==> src/rtl/rfe_pkg.sv <==
package rfe_pkg;

	localparam int MAX_LEN_DEF   = 512;
	localparam int MAX_RAILS_DEF = 16;

	localparam int BYTE_W     = 8;
	localparam int RAIL_CNT_W = 5;

	localparam logic [RAIL_CNT_W-1:0] RAIL_RESET = 5'd10;

	localparam logic OP_LOAD  = 1'b0;
	localparam logic OP_FETCH = 1'b1;

endpackage

==> src/rtl/rfe_ram.sv <==
module rfe_ram #(
	parameter int WIDTH = 8,
	parameter int DEPTH = 512
) (
	input  logic                     clk,
	input  logic                     we,
	input  logic [$clog2(DEPTH)-1:0] waddr,
	input  logic [WIDTH-1:0]         wdata,
	input  logic                     re,
	input  logic [$clog2(DEPTH)-1:0] raddr,
	output logic [WIDTH-1:0]         rdata
);

	logic [WIDTH-1:0] mem [DEPTH];

	always_ff @(posedge clk) begin
		if (we) begin
			mem[waddr] <= wdata;
		end
		if (re) begin
			rdata <= mem[raddr];
		end
	end

endmodule

==> src/rtl/rail_fence_encipher_top.sv <==
// Rail fence encipherer.
// Input channel (in_valid/in_stall): operation 0 loads data_byte into the
// message buffer; end_of_message on a load closes the message. A load after
// a closed message starts a new one. Loads past MAX_LEN bytes are dropped.
// Operation 1 fetches the next cipher byte in rail order and produces one
// output transaction; loads produce none.
// Output channel (out_valid/out_stall): cipher_byte, last_of_cipher and
// exhausted. exhausted is set, with a zero byte, when nothing remains or no
// closed message exists.
// The user must write rail_count via wr_en/wr_data only while the block is
// idle (block does not enforce it); resets to 10, clamped to 2..MAX_RAILS.
// Throughput: one transaction per cycle while in_stall is low, set by the
// index update and one buffer read per fetch. The buffer is read into the
// read stage at the edge that accepts a fetch, and the result moves on into
// the output register whenever that register is empty or not stalled.
// Reset clears the message, stream position and output valid; no clearing
// pass is needed. When the receiver stalls, the result holds in the output
// register, the read stage behind it holds, and in_stall rises once both
// are full.
module rail_fence_encipher_top
	import rfe_pkg::*;
#(
	parameter int MAX_LEN   = MAX_LEN_DEF,
	parameter int MAX_RAILS = MAX_RAILS_DEF
) (
	input  logic                  clk,
	input  logic                  arst_n,
	input  logic                  wr_en,
	input  logic [RAIL_CNT_W-1:0] wr_data,
	input  logic                  in_valid,
	output logic                  in_stall,
	input  logic                  operation,
	input  logic [BYTE_W-1:0]     data_byte,
	input  logic                  end_of_message,
	output logic                  out_valid,
	input  logic                  out_stall,
	output logic [BYTE_W-1:0]     cipher_byte,
	output logic                  last_of_cipher,
	output logic                  exhausted
);

	localparam int ADDR_W = $clog2(MAX_LEN);
	localparam int LEN_W  = $clog2(MAX_LEN + 1);
	localparam int RAIL_W = (MAX_RAILS > 2) ? $clog2(MAX_RAILS) : 1;
	localparam int RC_W   = $clog2(MAX_RAILS + 1);
	localparam int STEP_W = RC_W + 1;
	localparam int SUM_W  = ((LEN_W > STEP_W) ? LEN_W : STEP_W) + 1;

	typedef logic [LEN_W-1:0]  len_t;
	typedef logic [RC_W-1:0]   rc_t;
	typedef logic [STEP_W-1:0] step_t;
	typedef logic [SUM_W-1:0]  sum_t;
	typedef logic [ADDR_W-1:0] addr_t;

	logic [RAIL_CNT_W-1:0] rail_count_q;
	len_t                  msg_len_q;
	logic                  closed_q;
	logic [RAIL_W-1:0]     cur_rail_q;
	len_t                  rd_idx_q;
	logic                  second_q;
	len_t                  emitted_q;

	logic                  valid_s1;
	logic                  ex_s1;
	logic                  last_s1;
	logic [BYTE_W-1:0]     rd_data;

	logic accept, s1_move, is_fetch, is_load;

	assign s1_move  = !out_valid || !out_stall;
	assign in_stall = valid_s1 && !s1_move;
	assign accept   = in_valid && !in_stall;
	assign is_fetch = accept && (operation == OP_FETCH);
	assign is_load  = accept && (operation == OP_LOAD);

	// Effective rail count, clamped into 2..MAX_RAILS
	rc_t rails;
	always_comb begin
		if (rail_count_q < 2) begin
			rails = rc_t'(2);
		end else if (int'(rail_count_q) > MAX_RAILS) begin
			rails = rc_t'(MAX_RAILS);
		end else begin
			rails = rc_t'(rail_count_q);
		end
	end

	// Fetch path
	rc_t   cur;
	logic  rail_over;
	len_t  emit_eff;
	len_t  emit_inc;
	logic  fetch_ex;
	logic  fetch_last;
	step_t period, two_r, step;
	sum_t  next_idx;
	rc_t   rail_nx;
	logic  stay_on_rail, rail_ok;

	assign cur       = rc_t'(cur_rail_q);
	assign rail_over = cur >= rails;
	assign emit_eff  = (closed_q && (emitted_q < msg_len_q) && rail_over) ? msg_len_q : emitted_q;
	assign fetch_ex  = !closed_q || (emit_eff >= msg_len_q) || (rd_idx_q >= msg_len_q)
		|| (int'(rd_idx_q) >= MAX_LEN);
	assign emit_inc   = emit_eff + len_t'(1);
	assign fetch_last = (emit_inc == msg_len_q);

	assign period = {rails, 1'b0} - step_t'(2);
	assign two_r  = {cur, 1'b0};
	always_comb begin
		if ((cur == '0) || (cur + rc_t'(1) == rails)) begin
			step = period;
		end else if (second_q) begin
			step = two_r;
		end else begin
			step = period - two_r;
		end
	end

	assign next_idx     = sum_t'(rd_idx_q) + sum_t'(step);
	assign stay_on_rail = next_idx < sum_t'(msg_len_q);
	assign rail_nx      = cur + rc_t'(1);
	// a rail starting at or past the length is skipped, and so are all after it
	assign rail_ok      = (rail_nx < rails) && (sum_t'(rail_nx) < sum_t'(msg_len_q));

	// Load path
	len_t len_base;
	logic load_wr;
	assign len_base = closed_q ? '0 : msg_len_q;
	assign load_wr  = is_load && (int'(len_base) < MAX_LEN);

	rfe_ram #(
		.WIDTH(BYTE_W),
		.DEPTH(MAX_LEN)
	) u_msg_ram (
		.clk  (clk),
		.we   (load_wr),
		.waddr(addr_t'(len_base)),
		.wdata(data_byte),
		.re   (is_fetch && !fetch_ex),
		.raddr(addr_t'(rd_idx_q)),
		.rdata(rd_data)
	);

	always_ff @(posedge clk or negedge arst_n) begin
		if (!arst_n) begin
			rail_count_q <= RAIL_RESET;
		end else if (wr_en) begin
			rail_count_q <= wr_data;
		end
	end

	always_ff @(posedge clk or negedge arst_n) begin
		if (!arst_n) begin
			msg_len_q  <= '0;
			closed_q   <= 1'b0;
			cur_rail_q <= '0;
			rd_idx_q   <= '0;
			second_q   <= 1'b0;
			emitted_q  <= '0;
		end else if (is_load) begin
			msg_len_q <= load_wr ? len_base + len_t'(1) : len_base;
			closed_q  <= end_of_message;
			if (closed_q || end_of_message) begin
				cur_rail_q <= '0;
				rd_idx_q   <= '0;
				second_q   <= 1'b0;
				emitted_q  <= '0;
			end
		end else if (is_fetch) begin
			if (fetch_ex) begin
				emitted_q <= emit_eff;
			end else if (fetch_last) begin
				emitted_q <= emit_inc;
			end else if (stay_on_rail) begin
				emitted_q <= emit_inc;
				rd_idx_q  <= len_t'(next_idx);
				second_q  <= !second_q;
			end else if (rail_ok) begin
				emitted_q  <= emit_inc;
				cur_rail_q <= rail_nx[RAIL_W-1:0];
				rd_idx_q   <= len_t'(rail_nx);
				second_q   <= 1'b0;
			end else begin
				emitted_q <= msg_len_q;
			end
		end
	end

	// Read stage: buffer data lands alongside these flags; an empty stage
	// loads even while the output register is held
	always_ff @(posedge clk or negedge arst_n) begin
		if (!arst_n) begin
			valid_s1 <= 1'b0;
		end else if (!in_stall) begin
			valid_s1 <= is_fetch;
		end
	end

	always_ff @(posedge clk) begin
		if (is_fetch) begin
			ex_s1   <= fetch_ex;
			last_s1 <= fetch_last && !fetch_ex;
		end
	end

	// Output register
	always_ff @(posedge clk or negedge arst_n) begin
		if (!arst_n) begin
			out_valid <= 1'b0;
		end else if (s1_move) begin
			out_valid <= valid_s1;
		end
	end

	always_ff @(posedge clk) begin
		if (s1_move && valid_s1) begin
			cipher_byte    <= ex_s1 ? '0 : rd_data;
			last_of_cipher <= last_s1;
			exhausted      <= ex_s1;
		end
	end

endmodule

==> config.mk <==
export PLATFORM = sky130hd
export DESIGN_NAME = rail_fence_encipher_top
export DESIGN_NICKNAME = d
export VERILOG_FILES = /design/src/rtl/rfe_pkg.sv /design/src/rtl/rfe_ram.sv /design/src/rtl/rail_fence_encipher_top.sv
export SDC_FILE = /design/constraint.sdc
export NUM_CORES = 2
export LEC_CHECK = 0
export ABC_CLOCK_PERIOD_IN_PS = 16600
export BUFFER_PORTS_ARGS = -buffer_cell sky130_fd_sc_hd__buf_2
export CORE_MARGIN = 10
export CORE_UTILIZATION = 55
export DETAILED_ROUTE_END_ITERATION = 7
export PLACE_DENSITY = 0.68
export SLEW_MARGIN = 10
export SYNTH_ARGS = -nofsm -noshare
export SYNTH_HDL_FRONTEND = slang
export SYNTH_SLANG_ARGS = --single-unit
==> constraint.sdc <==
create_clock -name clk -period 16.6 [get_ports clk]
set_input_delay 1.66 -clock clk [delete_from_list [all_inputs] [get_ports clk]]
set_output_delay 1.66 -clock clk [all_outputs]
set_load 0.05 [all_outputs]
==> flow_metrics.py <==
metrics = {
    "clock_network": {
        "root_buffer": "clkbuf_16",
        "post-cts-setup-buffer-count": 0,
        "cts_buffers": 409,
        "post_cts_resized": 0,
        "cts.clk_slew.worst_paths_ns": 0.06,
        "h-tree-depth": 5,
        "clock_sinks": 4159,
        "cts_tree": "built",
        "clock_path_buffers": 4,
        "clk_latency_ns": 0.98,
        "cts-hold-fix-buffers": 0,
    },
    "die": {
        "core_region_area_um2": 294000,
        "num_rows": 199,
        "die-area_um2": 318000,
        "io_pins": 32,
        "start_util_pct": 55.3,
        "die_y_um": 564,
        "die_w_um": 564,
    },
    "routing": {
        "drtIter0Drc": 9669,
        "num_vias": 75100,
        "avgRoutedWirePerCell_um": 33.1,
        "via_per_inst": 6.52,
        "dr.pass1.iters": 5,
        "finalWirelength_mm": 381,
        "ant_nets": 0,
        "drc_errors": 0,
    },
    "finish": {
        "nNetsFinal": 7301,
        "mostFrequentLayoutCell": "edfxtp_1",
        "nFillCells": 19700,
        "final_cell_mix": "4,116 x edfxtp_1, 1,344 x mux4_2, 563 x nor2_1, 413 x clkbuf_16, 110 x clkinv_1",
        "post-route-util_pct": 61.4,
        "layout-drive-gt1-share_pct": 28.0,
        "synthToLayoutAreaGrowth_pct": 10.9,
    },
    "sta": {
        "hold-worst-slack_ns": 0.498,
        "finalMaxSlewViolations": 0,
        "fin_worst_skew_ns": 0.0718,
        "slew_headroom_pct": 15.8,
        "fin_crit_ns": 7.03,
        "worst_slew_pin_slew_ns": 1.26,
        "hold_violations": 0,
        "rsz0062_at_grt": "false",
        "fmax_mhz": 142,
        "fin_crit_sh_pct": 42.3,
        "setup_viol": 0,
        "fin_tns_setup_ns": 0,
    },
    "synthesis": {
        "postSynthAreaPerCell_um2": 23.0,
        "synth_edf_count": 4116,
        "yosysSeqAreaShare_pct": 76.6,
        "yosys_register_bits": 4159,
        "synth_top_cell_by_area": "edfxtp_1",
        "yosysUniqueCellTypes": 70,
        "ys_top_cells_by_area": "edfxtp_1 76%, mux4_2 19%, nor2_1 1.3%",
        "syn_inst": 7078,
        "synth_ff_type": "edfxtp_1",
        "async_flop_share_pct": 1.03,
        "syn_area_um2": 163000,
        "synth_nets": 7168,
        "yosysWarnings": 0,
        "yosysTopAreaCellShare_pct": 75.9,
    },
    "hold_path": {
        "hp-class": "reg -> reg",
    },
    "global_route": {
        "grt.overflow.total": 0,
        "antenna_found_initial": 16,
        "grt_pass1_vias": 75800,
        "grt_pass1_wl_mm": 554,
        "grt_max_degree": 239,
        "grt_usage_pct": 23.8,
    },
    "power_and_ir_drop": {
        "ir_drop_uv": 124,
        "p_leak_uw": 0.0538,
        "p_per_area_nw_per_um2": 142,
    },
    "worst_setup_path": {
        "crit_required_ns": 17.42,
        "cp_slowest_cell": "inv_1",
        "crit_arrival_ns": 7.85,
        "crit_top_cell": "a21o_1",
        "crit_family": "compound AO/OA/AOI/OAI gates",
        "cp_num_buf_inv": 3,
        "cp_cell_sequence": "inv_1, ha_1, a21o_1, a211oi_1, o21a_1, o21a_1, buf_4, mux2i_1, ha_1, nand2b_1, a21o_1, a21o_1, a21oi_1, o21ai_0, a21oi_1, nand2_1, inv_1, o221ai_2, and2_1, o21bai_1, a21o_1",
        "cpPeakStageDelay_ns": 0.75,
        "worst-path-max-fanout": 41,
        "critical_path_class": "reg -> reg",
        "setup.worst_path.end_class": "flop",
        "start_kind": "flop",
    },
    "placement": {
        "io_buffers": 31,
        "dpl.hpwl_mm": 225,
        "gp_congestion": 0.878,
    },
    "outcome": {
        "status": "completed",
    },
    "job": {
        "cap_violations": 0,
    },
}
## metal layers
metal | GRT usage [%] | vias to the layer above | part of all wire, %
li1 | - | 30300 | -
met1 | 34.6 | 40600 | 39
met2 | 38.0 | 3629 | 49
met3 | 4.43 | 548 | 8.8
met4 | 6.38 | 4 | 3.0
met5 | 0 | - | 0.0079
## registers in the layout, summed over array words and instances (netlist names)
name / cells
ex_s1: 1
emitted_q: 10
msg_len_q: 10
last_of_cipher: 1
rail_count_q: 5
exhausted: 1
u_msg_ram.rdata: 8
out_valid: 1
closed_q: 1
valid_s1: 1
cipher_byte: 8
rd_idx_q: 10
last_s1: 1
second_q: 1
u_msg_ram.mem: 4096
cur_rail_q: 4
## worst paths after layout
check                           cells after the start                  endpoint                startpoint  slack (ns)
worst max-delay path                               21   rd_idx_q[6]$_DFFE_PN0P_  msg_len_q[3]$_DFFE_PN0P_        9.57
worst min-delay path                                1     out_valid$_DFFE_PN0N_      valid_s1$_DFFE_PN0N_        0.50
worst max register to register                     21   rd_idx_q[6]$_DFFE_PN0P_  msg_len_q[3]$_DFFE_PN0P_        9.57
worst min register to register                      1     out_valid$_DFFE_PN0N_      valid_s1$_DFFE_PN0N_        0.50
max in group asynchronous                           1   rd_idx_q[2]$_DFFE_PN0P_                    arst_n       14.78
min in group asynchronous                           1  msg_len_q[4]$_DFFE_PN0P_                    arst_n        0.94
## area by class of cell
| type | count | area (µm²) | area share (%) |
|---|---|---|---|
| flip-flops and latches | 4159 | 125000 | 69.0 |
| repair buffers | 142 | 1180 | 0.654 |
| diodes | 40 | 100 | 0.0554 |
| clock buffers | 494 | 10600 | 5.89 |
| clock inverters | 266 | 2480 | 1.37 |
| inverters | 33 | 124 | 0.0686 |
| well taps | 3919 | 4900 | 2.71 |
| multi-input cells | 2466 | 36500 | 20.2 |
## worst reg2reg max path: stages, from the launching register on
cell      delay [ns]
dfrtp_1         0.65
inv_1           0.32
ha_1            0.40
a21o_1          0.19
a211oi_1        0.22
o21a_1          0.18
o21a_1          0.11
buf_4           0.39
mux2i_1         0.40
ha_1            0.32
nand2b_1        0.15
a21o_1          0.18
a21o_1          0.20
a21oi_1         0.20
o21ai_0         0.15
a21oi_1         0.72
nand2_1         0.19
inv_1           0.75
o221ai_2        0.52
and2_1          0.33
o21bai_1        0.16
a21o_1          0.20
## power by group
part	leakage (µW)	switching, µW	internal (µW)
clock network	0.00639	3920	5130
logic	0.00991	2670	2090
registers	0.0375	177	11600
## through the flow
| stage | setup WS [ns] | std cells | cell area (µm²) | total power [µW] |
|---|---|---|---|---|
| global route | 8.93 | 11500 | 181000 | 26300 |
| detailed placement | 9.36 | 10700 | 167000 | 16800 |
| CTS | 9.38 | 11500 | 181000 | 25700 |
| global placement | 9.42 | 10700 | 167000 | 16700 |
| floorplan | 11.09 | 7078 | 163000 | 14900 |
| finish | 9.57 | 11500 | 181000 | 25600 |
## kinds of logic after synthesis
group | Yosys count | share of synthesized area, %
xor+xnor | 28 | 0.151
simple gates | 797 | 1.97
fa+ha+maj | 70 | 0.547
flops | 4159 | 76.6
buf+inv | 453 | 1.13
compound gates | 179 | 0.753
mux | 1392 | 18.9
## cell usage after synthesis (3+ instances only)
cell / count
or3_1: 3
nand2b_1: 13
o21a_1: 6
buf_1: 72
dfrtp_1: 41
and2_1: 5
a311oi_1: 3
inv_1: 29
clkbuf_1: 250
a211oi_1: 8
nor2b_1: 16
xnor2_1: 16
o311ai_0: 3
buf_4: 6
o31ai_1: 8
a22oi_1: 10
o211ai_1: 4
xor2_1: 12
nand3_1: 37
nor4_1: 3
a22o_1: 3
o22ai_1: 4
and3_1: 6
o21ai_0: 44
nand2_1: 124
clkinv_1: 3
buf_2: 91
nor3_1: 19
a21oi_1: 28
ha_1: 68
a31oi_1: 4
mux4_2: 1344
mux2i_1: 35
nor2_1: 563
edfxtp_1: 4116
mux2_2: 13
a21o_1: 14
o21bai_1: 5
o31a_1: 8
No activity file was read; power rests on OpenSTA's default activity.
